===== src/rtl/core/backlight_fade_idle_controller_defines.svh =====
// Assertion helpers shared by the controller's RTL files.
// They expect clk_i and rst_ni in the enclosing module.
`ifndef BACKLIGHT_FADE_IDLE_CONTROLLER_DEFINES_SVH
`define BACKLIGHT_FADE_IDLE_CONTROLLER_DEFINES_SVH

// The consequent must hold in the same cycle as the antecedent.
`define BFIC_ASSERT_IMP(lbl, ante, cons, msg) \
  lbl: assert property (@(posedge clk_i) disable iff (!rst_ni) (ante) |-> (cons)) \
    else $error(msg);

// The consequent must hold in the cycle after the antecedent.
`define BFIC_ASSERT_NXT(lbl, ante, cons, msg) \
  lbl: assert property (@(posedge clk_i) disable iff (!rst_ni) (ante) |=> (cons)) \
    else $error(msg);

`endif


===== src/rtl/core/bfic_pkg.sv =====
package bfic_pkg;

  // Field and state widths.
  localparam int DutyBits    = 9;
  localparam int TickBits    = 16;
  localparam int IdleBits    = 24;
  localparam int LevelBits   = 7;
  localparam int CmdBits     = 2;
  localparam int IdBits      = 11;
  localparam int LenBits     = 4;
  localparam int ByteBits    = 8;
  localparam int CfgIdxBits  = 2;
  localparam int CfgDataBits = 24;

  // Shared arithmetic unit widths. The quotient always fits in DutyBits.
  localparam int AccBits = DutyBits + TickBits;
  localparam int NumBits = AccBits + 1;
  localparam int DenBits = TickBits + 1;
  localparam int QuoBits = DutyBits;
  localparam int CntBits = $clog2(QuoBits + 1);

  // Command codes.
  localparam logic [CmdBits-1:0] CMD_TICK  = 2'd0;
  localparam logic [CmdBits-1:0] CMD_WAKE  = 2'd1;
  localparam logic [CmdBits-1:0] CMD_FRAME = 2'd2;
  localparam logic [CmdBits-1:0] CMD_NOP   = 2'd3;

  // Frame identifiers.
  localparam logic [IdBits-1:0] ID_MODE   = 11'h401;
  localparam logic [IdBits-1:0] ID_DAY    = 11'h412;
  localparam logic [IdBits-1:0] ID_NIGHT  = 11'h416;
  localparam logic [IdBits-1:0] ID_CAMERA = 11'h454;

  // Configuration register indexes.
  localparam logic [CfgIdxBits-1:0] CFG_FADE_TICKS   = 2'd0;
  localparam logic [CfgIdxBits-1:0] CFG_IDLE_TIMEOUT = 2'd1;
  localparam logic [CfgIdxBits-1:0] CFG_MAX_DUTY     = 2'd2;

  // Reset values.
  localparam logic [TickBits-1:0]  FadeTicksRst   = 16'd1000;
  localparam logic [IdleBits-1:0]  IdleTimeoutRst = 24'd10000;
  localparam logic [DutyBits-1:0]  MaxDutyRst     = {DutyBits{1'b1}};
  localparam logic [LevelBits-1:0] DayLevelRst    = 7'd80;
  localparam logic [LevelBits-1:0] NightLevelRst  = 7'd30;

  // Brightness mapping: 10..100 in, 5..80 percent out.
  localparam logic [ByteBits-1:0]  LevelInMin = 8'd10;
  localparam logic [ByteBits-1:0]  LevelInMax = 8'd100;
  localparam logic [LevelBits-1:0] LevelBase  = 7'd5;
  localparam int ScaleMul    = 75;
  localparam int ScaleDiv    = 90;
  localparam int PctDiv      = 100;
  localparam int PctRound    = 50;

  typedef enum logic [1:0] {
    ARITH_IDLE,
    ARITH_MUL,
    ARITH_MAC,
    ARITH_DIV
  } arith_op_e;

  // Request to the shared multiply and divide unit.
  typedef struct packed {
    arith_op_e            op;
    logic [TickBits-1:0]  mul_a;
    logic [DutyBits-1:0]  mul_b;
    logic [TickBits-1:0]  add_val;
    logic                 div_shl;
    logic [DenBits-1:0]   den;
  } arith_cmd_t;

  typedef struct packed {
    logic                busy;
    logic [QuoBits-1:0]  quo;
  } arith_sts_t;

  typedef struct packed {
    logic [CmdBits-1:0]  command;
    logic [IdBits-1:0]   frame_id;
    logic [LenBits-1:0]  frame_length;
    logic [ByteBits-1:0] byte_zero;
    logic [ByteBits-1:0] byte_one;
  } in_req_t;

  typedef struct packed {
    logic [DutyBits-1:0] duty;
    logic                fading;
    logic                night_active;
    logic                awake;
  } out_rsp_t;

  typedef struct packed {
    logic [CfgIdxBits-1:0]  index;
    logic [CfgDataBits-1:0] value;
  } cfg_wr_t;

endpackage


===== src/rtl/core/bfic_if.sv =====
// Input request channel.
interface bfic_in_if;
  import bfic_pkg::*;
  logic    valid;
  logic    ready;
  in_req_t data;
  modport source (output valid, output data, input ready);
  modport sink (input valid, input data, output ready);
endinterface

// Result channel.
interface bfic_out_if;
  import bfic_pkg::*;
  logic     valid;
  logic     ready;
  out_rsp_t data;
  modport source (output valid, output data, input ready);
  modport sink (input valid, input data, output ready);
endinterface

// Configuration write channel.
interface bfic_cfg_if;
  import bfic_pkg::*;
  logic    valid;
  logic    ready;
  cfg_wr_t data;
  modport source (output valid, output data, input ready);
  modport sink (input valid, input data, output ready);
endinterface


===== src/rtl/core/bfic_arith.sv =====
`include "backlight_fade_idle_controller_defines.svh"

module bfic_arith (
  input  logic                   clk_i,
  input  logic                   rst_ni,
  input  bfic_pkg::arith_cmd_t   cmd_i,
  output bfic_pkg::arith_sts_t   sts_o
);
  import bfic_pkg::*;

  logic [AccBits-1:0] acc_q, acc_d;
  logic [AccBits-1:0] prod;
  logic [NumBits-1:0] num;
  logic [DenBits-1:0] rem_q, rem_d;
  logic [DenBits-1:0] den_q, den_d;
  logic [QuoBits-1:0] bits_q, bits_d;
  logic [QuoBits-1:0] quo_q, quo_d;
  logic [CntBits-1:0] cnt_q, cnt_d;
  logic [DenBits:0]   rem_sh;
  logic               ge;

  // One multiplier serves both products of the ramp and the level scaling.
  assign prod = AccBits'(cmd_i.mul_a) * AccBits'(cmd_i.mul_b);

  // Dividend for a new division, optionally doubled for rounding.
  assign num = (cmd_i.div_shl ? {acc_q, 1'b0} : {1'b0, acc_q}) + NumBits'(cmd_i.add_val);

  // Restoring division step: one quotient bit per cycle.
  assign rem_sh = {rem_q, bits_q[QuoBits-1]};
  assign ge     = rem_sh >= {1'b0, den_q};

  always_comb begin
    acc_d  = acc_q;
    rem_d  = rem_q;
    den_d  = den_q;
    bits_d = bits_q;
    quo_d  = quo_q;
    cnt_d  = cnt_q;
    if (cnt_q != '0) begin
      rem_d  = ge ? DenBits'(rem_sh - {1'b0, den_q}) : rem_sh[DenBits-1:0];
      bits_d = {bits_q[QuoBits-2:0], 1'b0};
      quo_d  = {quo_q[QuoBits-2:0], ge};
      cnt_d  = cnt_q - 1'b1;
    end else begin
      unique case (cmd_i.op)
        ARITH_MUL: acc_d = prod + AccBits'(cmd_i.add_val);
        ARITH_MAC: acc_d = acc_q + prod;
        ARITH_DIV: begin
          // The high part of the dividend is already below the divisor.
          rem_d  = num[NumBits-1:QuoBits];
          bits_d = num[QuoBits-1:0];
          den_d  = cmd_i.den;
          quo_d  = '0;
          cnt_d  = CntBits'(QuoBits);
        end
        default: ;
      endcase
    end
  end

  always_ff @(posedge clk_i or negedge rst_ni) begin
    if (!rst_ni) begin
      cnt_q <= '0;
    end else begin
      cnt_q <= cnt_d;
    end
  end

  always_ff @(posedge clk_i) begin
    acc_q  <= acc_d;
    rem_q  <= rem_d;
    den_q  <= den_d;
    bits_q <= bits_d;
    quo_q  <= quo_d;
  end

  assign sts_o.busy = (cnt_q != '0);
  assign sts_o.quo  = quo_q;

  `BFIC_ASSERT_IMP(div_idle_a, cmd_i.op != ARITH_IDLE, !sts_o.busy, "arith request while dividing")
  `BFIC_ASSERT_IMP(div_fit_a, cmd_i.op == ARITH_DIV, num[NumBits-1:QuoBits] < cmd_i.den, "too big")

endmodule


===== src/rtl/core/backlight_fade_idle_controller.sv =====
// Channel   Dir  Payload                                            Handshake
// in_i      in   command, frame_id, frame_length, byte_zero/one      valid/ready
// out_o     out  duty, fading, night_active, awake                   valid/ready
// cfg_i     in   index, value (fade, idle timeout, max duty)         valid/ready
//
// The block takes a new request only after the last one has left its output step. A tick
// that advances a ramp makes one pass through the shared arithmetic unit, whose divider
// yields one quotient bit per cycle. A brightness frame for the mode in use chains two
// passes; wake, camera, mode and other brightness frames take one pass. A tick without a
// ramp and any other request do not use the unit. Reset loads the register defaults
// directly. The sequencer holds in its output step while a result still waits.
`include "backlight_fade_idle_controller_defines.svh"

module backlight_fade_idle_controller (
  input  logic        clk_i,
  input  logic        rst_ni,
  bfic_in_if.sink     in_i,
  bfic_out_if.source  out_o,
  bfic_cfg_if.sink    cfg_i
);
  import bfic_pkg::*;

  // Sequencer states.
  localparam logic [2:0] S_IDLE     = 3'd0;
  localparam logic [2:0] S_DECODE   = 3'd1;
  localparam logic [2:0] S_MUL      = 3'd2;
  localparam logic [2:0] S_MAC      = 3'd3;
  localparam logic [2:0] S_DIV_GO   = 3'd4;
  localparam logic [2:0] S_DIV_WAIT = 3'd5;
  localparam logic [2:0] S_CHECK    = 3'd6;
  localparam logic [2:0] S_OUT      = 3'd7;

  // Computation in progress on the shared unit.
  localparam logic [1:0] K_RAMP        = 2'd0;
  localparam logic [1:0] K_LEVEL       = 2'd1;
  localparam logic [1:0] K_SCALE_DAY   = 2'd2;
  localparam logic [1:0] K_SCALE_NIGHT = 2'd3;

  logic [2:0]           state_q, state_d;
  logic [1:0]           kind_q, kind_d;
  in_req_t              req_q, req_d;
  logic [TickBits-1:0]  fade_ticks_q, fade_ticks_d;
  logic [IdleBits-1:0]  idle_timeout_q, idle_timeout_d;
  logic [DutyBits-1:0]  max_duty_q, max_duty_d;
  logic [DutyBits-1:0]  duty_q, duty_d;
  logic [DutyBits-1:0]  ramp_start_q, ramp_start_d;
  logic [DutyBits-1:0]  ramp_target_q, ramp_target_d;
  logic [TickBits-1:0]  ramp_elapsed_q, ramp_elapsed_d;
  logic                 ramp_active_q, ramp_active_d;
  logic [IdleBits-1:0]  idle_count_q, idle_count_d;
  logic [LevelBits-1:0] day_level_q, day_level_d;
  logic [LevelBits-1:0] night_level_q, night_level_d;
  logic                 night_flag_q, night_flag_d;
  logic                 out_valid_q, out_valid_d;
  out_rsp_t             out_data_q, out_data_d;

  arith_cmd_t           arith_cmd;
  arith_sts_t           arith_sts;

  logic [TickBits-1:0]  elapsed_inc;
  logic [IdleBits-1:0]  idle_inc;
  logic [ByteBits-1:0]  clamped;
  logic [LevelBits-1:0] scale_in;
  logic [LevelBits-1:0] mode_pct;
  logic [LevelBits-1:0] new_level;

  bfic_arith u_arith (
    .clk_i  (clk_i),
    .rst_ni (rst_ni),
    .cmd_i  (arith_cmd),
    .sts_o  (arith_sts)
  );

  // Saturating counters and brightness input clamp.
  assign elapsed_inc = (ramp_elapsed_q == '1) ? ramp_elapsed_q : ramp_elapsed_q + 1'b1;
  assign idle_inc    = (idle_count_q == '1) ? idle_count_q : idle_count_q + 1'b1;
  assign clamped     = (req_q.byte_zero < LevelInMin) ? LevelInMin :
                       (req_q.byte_zero > LevelInMax) ? LevelInMax : req_q.byte_zero;
  assign scale_in    = LevelBits'(clamped - LevelInMin);
  assign mode_pct    = night_flag_q ? night_level_q : day_level_q;
  assign new_level   = LevelBits'(arith_sts.quo) + LevelBase;

  // Operands for the shared unit, chosen by step and computation.
  always_comb begin
    arith_cmd = '0;
    arith_cmd.op = ARITH_IDLE;
    unique case (state_q)
      S_MUL: begin
        arith_cmd.op = ARITH_MUL;
        unique case (kind_q)
          K_RAMP: begin
            arith_cmd.mul_a = fade_ticks_q - ramp_elapsed_q;
            arith_cmd.mul_b = ramp_start_q;
          end
          K_LEVEL: begin
            arith_cmd.mul_a   = TickBits'(mode_pct);
            arith_cmd.mul_b   = max_duty_q;
            arith_cmd.add_val = TickBits'(PctRound);
          end
          default: begin
            arith_cmd.mul_a = TickBits'(scale_in);
            arith_cmd.mul_b = DutyBits'(ScaleMul);
          end
        endcase
      end
      S_MAC: begin
        arith_cmd.op    = ARITH_MAC;
        arith_cmd.mul_a = ramp_elapsed_q;
        arith_cmd.mul_b = ramp_target_q;
      end
      S_DIV_GO: begin
        arith_cmd.op = ARITH_DIV;
        unique case (kind_q)
          K_RAMP: begin
            arith_cmd.div_shl = 1'b1;
            arith_cmd.add_val = fade_ticks_q;
            arith_cmd.den     = {fade_ticks_q, 1'b0};
          end
          K_LEVEL: arith_cmd.den = DenBits'(PctDiv);
          default: arith_cmd.den = DenBits'(ScaleDiv);
        endcase
      end
      default: ;
    endcase
  end

  // Sequencer and architectural state.
  always_comb begin
    state_d        = state_q;
    kind_d         = kind_q;
    req_d          = req_q;
    fade_ticks_d   = fade_ticks_q;
    idle_timeout_d = idle_timeout_q;
    max_duty_d     = max_duty_q;
    duty_d         = duty_q;
    ramp_start_d   = ramp_start_q;
    ramp_target_d  = ramp_target_q;
    ramp_elapsed_d = ramp_elapsed_q;
    ramp_active_d  = ramp_active_q;
    idle_count_d   = idle_count_q;
    day_level_d    = day_level_q;
    night_level_d  = night_level_q;
    night_flag_d   = night_flag_q;
    out_valid_d    = out_valid_q;
    out_data_d     = out_data_q;

    // Configuration writes.
    if (cfg_i.valid) begin
      unique case (cfg_i.data.index)
        CFG_FADE_TICKS:   fade_ticks_d   = cfg_i.data.value[TickBits-1:0];
        CFG_IDLE_TIMEOUT: idle_timeout_d = cfg_i.data.value[IdleBits-1:0];
        CFG_MAX_DUTY:     max_duty_d     = cfg_i.data.value[DutyBits-1:0];
        default: ;
      endcase
    end

    // The output register empties when the result is taken.
    if (out_valid_q && out_o.ready) begin
      out_valid_d = 1'b0;
    end

    unique case (state_q)
      S_IDLE: begin
        if (in_i.valid) begin
          req_d   = in_i.data;
          state_d = S_DECODE;
        end
      end
      S_DECODE: begin
        state_d = S_OUT;
        unique case (req_q.command)
          CMD_TICK: begin
            idle_count_d = idle_inc;
            state_d      = S_CHECK;
            if (ramp_active_q) begin
              ramp_elapsed_d = elapsed_inc;
              if (elapsed_inc >= fade_ticks_q) begin
                duty_d        = ramp_target_q;
                ramp_active_d = 1'b0;
              end else begin
                kind_d  = K_RAMP;
                state_d = S_MUL;
              end
            end
          end
          CMD_WAKE: begin
            idle_count_d = '0;
            kind_d       = K_LEVEL;
            state_d      = S_MUL;
          end
          CMD_FRAME: begin
            unique case (req_q.frame_id)
              ID_CAMERA: begin
                idle_count_d = '0;
                kind_d       = K_LEVEL;
                state_d      = S_MUL;
              end
              ID_DAY: begin
                if (req_q.frame_length != '0) begin
                  kind_d  = K_SCALE_DAY;
                  state_d = S_MUL;
                end
              end
              ID_NIGHT: begin
                if (req_q.frame_length != '0) begin
                  kind_d  = K_SCALE_NIGHT;
                  state_d = S_MUL;
                end
              end
              ID_MODE: begin
                if (req_q.frame_length > LenBits'(1)) begin
                  night_flag_d = req_q.byte_one[0];
                  idle_count_d = '0;
                  kind_d       = K_LEVEL;
                  state_d      = S_MUL;
                end
              end
              default: ;
            endcase
          end
          CMD_NOP: ;
          default: ;
        endcase
      end
      S_MUL: begin
        state_d = (kind_q == K_RAMP) ? S_MAC : S_DIV_GO;
      end
      S_MAC: begin
        state_d = S_DIV_GO;
      end
      S_DIV_GO: begin
        state_d = S_DIV_WAIT;
      end
      S_DIV_WAIT: begin
        if (!arith_sts.busy) begin
          unique case (kind_q)
            K_RAMP: begin
              duty_d  = arith_sts.quo;
              state_d = S_CHECK;
            end
            K_LEVEL: begin
              // Start a fade toward the mode brightness.
              ramp_start_d   = duty_q;
              ramp_target_d  = arith_sts.quo;
              ramp_elapsed_d = '0;
              ramp_active_d  = 1'b1;
              state_d        = S_OUT;
            end
            K_SCALE_DAY: begin
              day_level_d = new_level;
              state_d     = S_OUT;
              if (!night_flag_q) begin
                idle_count_d = '0;
                kind_d       = K_LEVEL;
                state_d      = S_MUL;
              end
            end
            default: begin
              night_level_d = new_level;
              state_d       = S_OUT;
              if (night_flag_q) begin
                idle_count_d = '0;
                kind_d       = K_LEVEL;
                state_d      = S_MUL;
              end
            end
          endcase
        end
      end
      S_CHECK: begin
        // Idle timeout expired: fade to dark unless already heading there.
        if ((idle_count_q > idle_timeout_q) && (ramp_target_q > DutyBits'(1))) begin
          ramp_start_d   = duty_q;
          ramp_target_d  = '0;
          ramp_elapsed_d = '0;
          ramp_active_d  = 1'b1;
        end
        state_d = S_OUT;
      end
      S_OUT: begin
        if (!out_valid_q || out_o.ready) begin
          out_valid_d             = 1'b1;
          out_data_d.duty         = duty_q;
          out_data_d.fading       = ramp_active_q;
          out_data_d.night_active = night_flag_q;
          out_data_d.awake        = (idle_count_q <= idle_timeout_q);
          state_d                 = S_IDLE;
        end
      end
      default: state_d = S_IDLE;
    endcase
  end

  always_ff @(posedge clk_i or negedge rst_ni) begin
    if (!rst_ni) begin
      state_q        <= S_IDLE;
      kind_q         <= K_RAMP;
      fade_ticks_q   <= FadeTicksRst;
      idle_timeout_q <= IdleTimeoutRst;
      max_duty_q     <= MaxDutyRst;
      duty_q         <= '0;
      ramp_start_q   <= '0;
      ramp_target_q  <= '0;
      ramp_elapsed_q <= '0;
      ramp_active_q  <= 1'b0;
      idle_count_q   <= '1;
      day_level_q    <= DayLevelRst;
      night_level_q  <= NightLevelRst;
      night_flag_q   <= 1'b0;
      out_valid_q    <= 1'b0;
    end else begin
      state_q        <= state_d;
      kind_q         <= kind_d;
      fade_ticks_q   <= fade_ticks_d;
      idle_timeout_q <= idle_timeout_d;
      max_duty_q     <= max_duty_d;
      duty_q         <= duty_d;
      ramp_start_q   <= ramp_start_d;
      ramp_target_q  <= ramp_target_d;
      ramp_elapsed_q <= ramp_elapsed_d;
      ramp_active_q  <= ramp_active_d;
      idle_count_q   <= idle_count_d;
      day_level_q    <= day_level_d;
      night_level_q  <= night_level_d;
      night_flag_q   <= night_flag_d;
      out_valid_q    <= out_valid_d;
    end
  end

  // Payload registers.
  always_ff @(posedge clk_i) begin
    req_q      <= req_d;
    out_data_q <= out_data_d;
  end

  assign in_i.ready  = (state_q == S_IDLE);
  assign cfg_i.ready = 1'b1;
  assign out_o.valid = out_valid_q;
  assign out_o.data  = out_data_q;

  `BFIC_ASSERT_NXT(accept_decode_a, in_i.valid && in_i.ready, state_q == S_DECODE, "not decoded")
  `BFIC_ASSERT_IMP(out_load_a, $rose(out_valid_q), $past(state_q) == S_OUT, "stray result")

endmodule


===== src/flat_wrapper.sv =====
// flat-port wrapper written by rule: the top's interface ports become plain ports
module backlight_fade_idle_controller_flat import bfic_pkg::*;
  (clk_i, rst_ni, in_i_valid, in_i_data, in_i_ready, out_o_valid, out_o_data, out_o_ready, cfg_i_valid, cfg_i_data, cfg_i_ready);
  bfic_in_if in_i_i ();
  bfic_out_if out_o_i ();
  bfic_cfg_if cfg_i_i ();
  input  logic clk_i;
  input  logic rst_ni;
  input wire logic [$bits(in_i_i.valid)-1:0] in_i_valid;
  input wire logic [$bits(in_i_i.data)-1:0] in_i_data;
  output wire logic [$bits(in_i_i.ready)-1:0] in_i_ready;
  output wire logic [$bits(out_o_i.valid)-1:0] out_o_valid;
  output wire logic [$bits(out_o_i.data)-1:0] out_o_data;
  input wire logic [$bits(out_o_i.ready)-1:0] out_o_ready;
  input wire logic [$bits(cfg_i_i.valid)-1:0] cfg_i_valid;
  input wire logic [$bits(cfg_i_i.data)-1:0] cfg_i_data;
  output wire logic [$bits(cfg_i_i.ready)-1:0] cfg_i_ready;
  assign in_i_i.valid = in_i_valid;
  assign in_i_i.data = in_i_data;
  assign in_i_ready = in_i_i.ready;
  assign out_o_valid = out_o_i.valid;
  assign out_o_data = out_o_i.data;
  assign out_o_i.ready = out_o_ready;
  assign cfg_i_i.valid = cfg_i_valid;
  assign cfg_i_i.data = cfg_i_data;
  assign cfg_i_ready = cfg_i_i.ready;
  backlight_fade_idle_controller u_core (.clk_i(clk_i), .rst_ni(rst_ni), .in_i(in_i_i), .out_o(out_o_i), .cfg_i(cfg_i_i));
endmodule

===== config.mk =====
export PLATFORM = sky130hd
export DESIGN_NAME = backlight_fade_idle_controller_flat
export DESIGN_NICKNAME = d
export VERILOG_FILES = /design/src/rtl/core/bfic_pkg.sv /design/src/rtl/core/bfic_if.sv /design/src/rtl/core/bfic_arith.sv /design/src/rtl/core/backlight_fade_idle_controller.sv /design/src/flat_wrapper.sv
export VERILOG_INCLUDE_DIRS = /design/src /design/src/rtl/core
export SDC_FILE = /design/constraint.sdc
export NUM_CORES = 1
export LEC_CHECK = 0
export BUFFER_PORTS_ARGS = -buffer_cell sky130_fd_sc_hd__buf_2
export CAP_MARGIN = 10
export CELL_PAD_IN_SITES_DETAIL_PLACEMENT = 0
export CELL_PAD_IN_SITES_GLOBAL_PLACEMENT = 1
export CORE_MARGIN = 1
export CORE_UTILIZATION = 30
export CTS_CLUSTER_DIAMETER = 30
export DETAILED_ROUTE_END_ITERATION = 6
export PLACE_DENSITY_LB_ADDON = 0.1
export SLEW_MARGIN = 5
export SYNTH_ARGS = -nofsm -noshare
export SYNTH_HDL_FRONTEND = slang
export SYNTH_HIERARCHICAL = 1
export SYNTH_SLANG_ARGS = --single-unit
export TNS_END_PERCENT = 5

===== constraint.sdc =====
create_clock -name clk_i -period 16.09 [get_ports clk_i]
set_input_delay 2.4135 -clock clk_i [delete_from_list [all_inputs] [get_ports clk_i]]
set_output_delay 2.4135 -clock clk_i [all_outputs]
set_load 0.02 [all_outputs]

Yosys cells after proc, flatten, opt, wreduce, memory -nomap -nowiden
Cells that the tools add are included.
{"block": "op_classes", "magnitude_cmp": 8, "n_eq_ne": 43, "muxes": 88, "multipliers": 1, "addsub": 10, "n_bitwise": 2, "reduce_logical": 35}
{"operator": "$pmux W25 S2", "n": 3}
{"operator": "$pmux W24 S2", "n": 3}
{"operator": "$mux W9", "n": 15}
{"operator": "$mux W24", "n": 5}
{"operator": "$mux W16", "n": 6}
{"operator": "$pmux W24 S3", "n": 1}
{"operator": "$mux W17", "n": 4}
{"operator": "$pmux W9 S2", "n": 3}
{"operator": "$pmux W16 S3", "n": 1}
{"operator": "$eq A11 B11 Y1 const B", "n": 4}
{"operator": "$pmux W17 S2", "n": 1}
{"operator": "$pmux W16 S2", "n": 1}
{"operator": "$mux W3", "n": 10}
{"operator": "$pmux W3 S3", "n": 3}
{"operator": "$add A26 B16 Y26", "n": 1}
{"operator": "$mux W26", "n": 1}
{"operator": "$add A25 B16 Y25", "n": 1}
{"operator": "$add A25 B25 Y25", "n": 1}
{"operator": "$mul A16 B9 Y25", "n": 1}
{"operator": "$add A24 B1 Y24 const B", "n": 1}
{"operator": "$eq A24 B24 Y1 const B", "n": 1}
{"operator": "$gt A24 B24 Y1", "n": 1}
{"operator": "$le A24 B24 Y1", "n": 1}
{"operator": "$pmux W3 S8", "n": 1}
{"operator": "53 further kinds", "n": 117}
{"block": "word_totals", "word_cells": 218, "out_inout_bits": 15, "inputBits": 64, "regBits": 257}

Longest topological paths before layout
{"block": "depth", "word_depth": 9, "ltp_mapped": 39, "ltp_nobuf": 39}

Hierarchy
Netlist, hierarchy kept.
{"module": "bfic_arith", "area_each_um2": 10759.1, "instances": 1, "seq_area_each_um2": 2402.3, "cells_each": 1169}
{"module": "backlight_fade_idle_controller", "area_each_um2": 10507.6, "instances": 1, "seq_area_each_um2": 4657.0, "cells_each": 1108}

Worst setup path after synthesis
OpenSTA, ideal clock, no wires.
{"block": "synth_timing", "path_kind": "reg2reg", "startpoint": "register u_core/req_q[10] in the netlist's numbering", "endpoint": "register u_core.u_arith.acc_q[24] (data pin)", "setup_time_ns": 0.259, "t_required_ns": 15.831, "synth_period_minus_slack_ns": 7.649, "n_path_buf": 0, "setup_slack_ns": 8.441, "arrival_time_ns": 7.390, "path_stages_with_launch": 38, "path_cell_list": "edfxtp_1 o21a_1 nand2b_1 or3_1 a21boi_0 ha_1 inv_1 a21o_1 a32oi_1 o21ai_0 o21ai_0 o22ai_1 nand2_1 fa_1 inv_1 fa_1 inv_1 fa_1 (+2 left out) ha_1 nand3_1 o21ai_0 nand3_1 a311o_1 nand2_1 nor2_1 xnor2_1 ha_1 and3_1 nand2_1 o21ai_0 a41o_1 o21a_1 o21a_1 o21ai_2 a21oi_1 xnor2_1"}
{"element": "start: declaration", "line_no": "backlight_fade_idle_controller.sv:41", "rtl": "in_req_t req_q, req_d;"}
{"element": "start signal: assignment", "line_no": "backlight_fade_idle_controller.sv:332", "rtl": "req_q <= req_d;"}
{"element": "end signal: assignment", "line_no": "bfic_arith.sv:70", "rtl": "acc_q <= acc_d;"}
{"element": "end: declaration", "line_no": "bfic_arith.sv:11", "rtl": "logic [AccBits-1:0] acc_q, acc_d;"}

==> results_dict.tcl <==
set metrics [dict create \
    synth_adder_area_share_pct 19.6 \
    cp_slowest_cell "o22ai_1" \
    async_flop_share_pct 55.3 \
    core-area_mm2 0.0700 \
    cts_resized 0 \
    status "finished clean" \
    period_share_pct 58.4 \
    area_delta_synth_final_pct 19.1 \
    path_class "register to register" \
    fin_nets 2711 \
    cts_root_buf "clkbuf_16" \
    die_area_mm2 0.0720 \
    yosysSeqAreaShare_pct 33.2 \
    final.setup.tns_ns 0 \
    synth_xor_area_share_pct 4.53 \
    clk_pin_slew_ns 0.04 \
    most-common-layout-cells "nand2_1, inv_1, ha_1" \
    initial_utilization_pct 30.4 \
    antenna_found_initial 0 \
    holdWs_ns 0.458 \
    timing.rr.end "u_core/u_arith/acc_q[24]$_DFFE_PP_" \
    synth_ff_type "edfxtp_1" \
    clk_latency_ns 0.61 \
    maxCapViolations 0 \
    holdPathEnd "u_core/night_level_q[1]$_DFFE_PN1P_" \
    startpoint_type "register" \
    period_needed_ns 9.40 \
    worstPathRequired_ns 16.43 \
    power.density_mw_per_mm2 166 \
    cts_tree "built" \
    rows 97 \
    drive_gt1_share_pct 15.4 \
    syn_area_mm2 0.0213 \
    worst_slew_pin_slew_ns 1.23 \
    cp_max_fo 9 \
    fmax_ghz 0.106 \
    routed_wl_mm 62.4 \
    crit_buf_inv 4 \
    fp.dieW_um 268 \
    syn_avg_cell_area_um2 9.34 \
    r2r_slack_ns 6.69 \
    gp_routability_congestion 0.821 \
    synth_compound_area_share_pct 15.2 \
    min_path_type "register to register" \
    drt_first_pass_iters 5 \
    hold_viol_final 0 \
    cts-buffers-inserted 77 \
    htreeDepth 3 \
    grt-ovfl-total 0 \
    yosys_warnings 6 \
    ant_nets 0 \
    rsz0062_at_grt "no" \
    synth.mux.area_fraction_pct 5.27 \
    worst_setup_path_end_kind "register" \
    slew_violations 0 \
    drt_iter0_drc 811 \
    synth_top_family_by_area "adder cells" \
    drc 0 \
    ys_types 84 \
    cts_hold_buffers 0 \
    min_from "u_core/night_level_q[1]$_DFFE_PN1P_" \
    ys_ff_latch 257 \
    synth.net_count 2612 \
    wl_per_cell_um 18.5 \
    crit_start "u_core/req_q[11]$_DFFE_PP_" \
    postSynthCellCount 2277 \
    synth_edf_count 114 \
    diodes 0 \
    cpPeakStageDelay_ns 0.91 \
    hold_depth 2 \
    power.leakage_nw 11.4 \
    grt_util_all_layers_pct 17.8 \
    r2r-start "u_core/req_q[11]$_DFFE_PP_" \
    skew_ns 0.0280 \
    setup_viol 0 \
    ir_drop_v 0.0000801 \
    ioPinCount 79 \
    clock-sinks 257 \
    post-cts-setup-buffer-count 0 \
    final_common_cell "nand2_1" \
    io_buffers 70 \
    cp.arrival_ns 9.74 \
    die_height_um 268 \
    grt_pass1_wl_mm 98.9 \
    yosys.area_share.simple_pct 16.5 \
    grt_max_degree 78 \
    fill_cells 7238 \
    num_vias 16700 \
    place_hpwl_mm 47.8 \
    vias_per_cell 4.94 \
    first_global_vias 17600 \
    slew_headroom_pct 17.1 \
    clockBufferDepth 3 \
    utilization_pct 36.2 \
    reg2reg_depth 37 \
    worst_path_dominant_cell_family "compound AO/OA/AOI/OAI gates" \
    power_w 0.00421 \
]
[synth_stat cells, drive strengths merged, types with 28 or more instances]
master  instances  area share (%)
a21o           37             1.3
a21oi         129             3.0
and2           98             2.9
clkbuf         73             1.3
dfrtp          92              11
dfstp          50             6.2
edfxtp        114              16
fa            103             9.7
ha            168             9.9
inv           238             4.2
mux2           72             3.8
mux2i          31             1.5
nand2         252             4.5
nand3          61             1.4
nor2          112             2.0
nor2b          28            0.82
nor4           31            0.91
o21ai         159             3.8
xnor2          77             3.2
xor2           33             1.4
[per-stage QoR]
stage,worst slack [ns],std cells,cell area (µm²)
after detailed placement,6.68,3236,22700
after global placement,6.65,3236,22700
after floorplan,8.44,2277,21300
after global routing,6.00,3380,25300
final,6.69,3380,25300
after CTS,6.63,3379,25300
[flip-flops by register name, indices dropped and copies added (netlist names), 12 cells and up]
signal	flops
u_core/u_arith/acc_q	25
u_core/out_o.data	12
u_core/u_arith/rem_q	17
u_core/fade_ticks_q	16
u_core/u_arith/den_q	17
u_core/req_q	26
u_core/ramp_elapsed_q	16
u_core/idle_timeout_q	24
u_core/idle_count_q	24
[cells by family after synthesis]
logic type,Yosys count
buffers and inverters,320
and+or+nand+nor,713
DFF,257
other,2
AOI/OAI and AO/OA,501
adders and majority gates,271
xor gates and xnor gates,110
muxes,103
[worst register-to-register path: cells and delay by family (launching register included)]
family                     cells  cell delay (ns)
xor gates and xnor gates       2             0.30
DFF                            1             0.47
adders and majority gates      7             2.91
and+or+nand+nor                5             1.02
buffers and inverters          4             0.22
AOI/OAI and AO/OA             19             4.22
[routing by layer]
metal	part of all wire, %	global-route usage, %
met3	4.1	3.53
met1	47	23.0
met4	2.4	6.04
met2	47	29.6
met5	0	0
[power by group]
part	internal (W)	switching [W]	leakage [nW]
clock	0.00102	0.000460	1.24
sequential	0.000967	0.000168	2.77
combinational	0.000593	0.000998	7.39
total	0.00258	0.00163	11.4
[layout make-up]
cell class | count | area [µm²] | share of cell area, %
clock inverter | 43 | 513 | 2.03
clock buffer | 100 | 2070 | 8.19
inverter | 239 | 898 | 3.55
tap | 940 | 1180 | 4.64
sequential | 257 | 7060 | 27.9
timing repair buffer | 101 | 587 | 2.32
multi-input combinational | 1700 | 13000 | 51.4
[worst max path at each step]
| stage | endpoint | cells after the start |
|---|---|---|
| 6_report | u_core/u_arith/acc_q[24]$_DFFE_PP_ | 37 |
| 5_1_grt | u_core/u_arith/acc_q[24]$_DFFE_PP_ | 37 |
| 4_1_cts | u_core/u_arith/acc_q[24]$_DFFE_PP_ | 37 |
| 3_5_place_dp | u_core/u_arith/acc_q[24]$_DFFE_PP_ | 37 |
| 3_3_place_gp | u_core/u_arith/acc_q[24]$_DFFE_PP_ | 37 |
| 2_1_floorplan | u_core/u_arith/acc_q[24]$_DFFE_PP_ | 37 |
No activity file was read; power rests on OpenSTA's default activity.
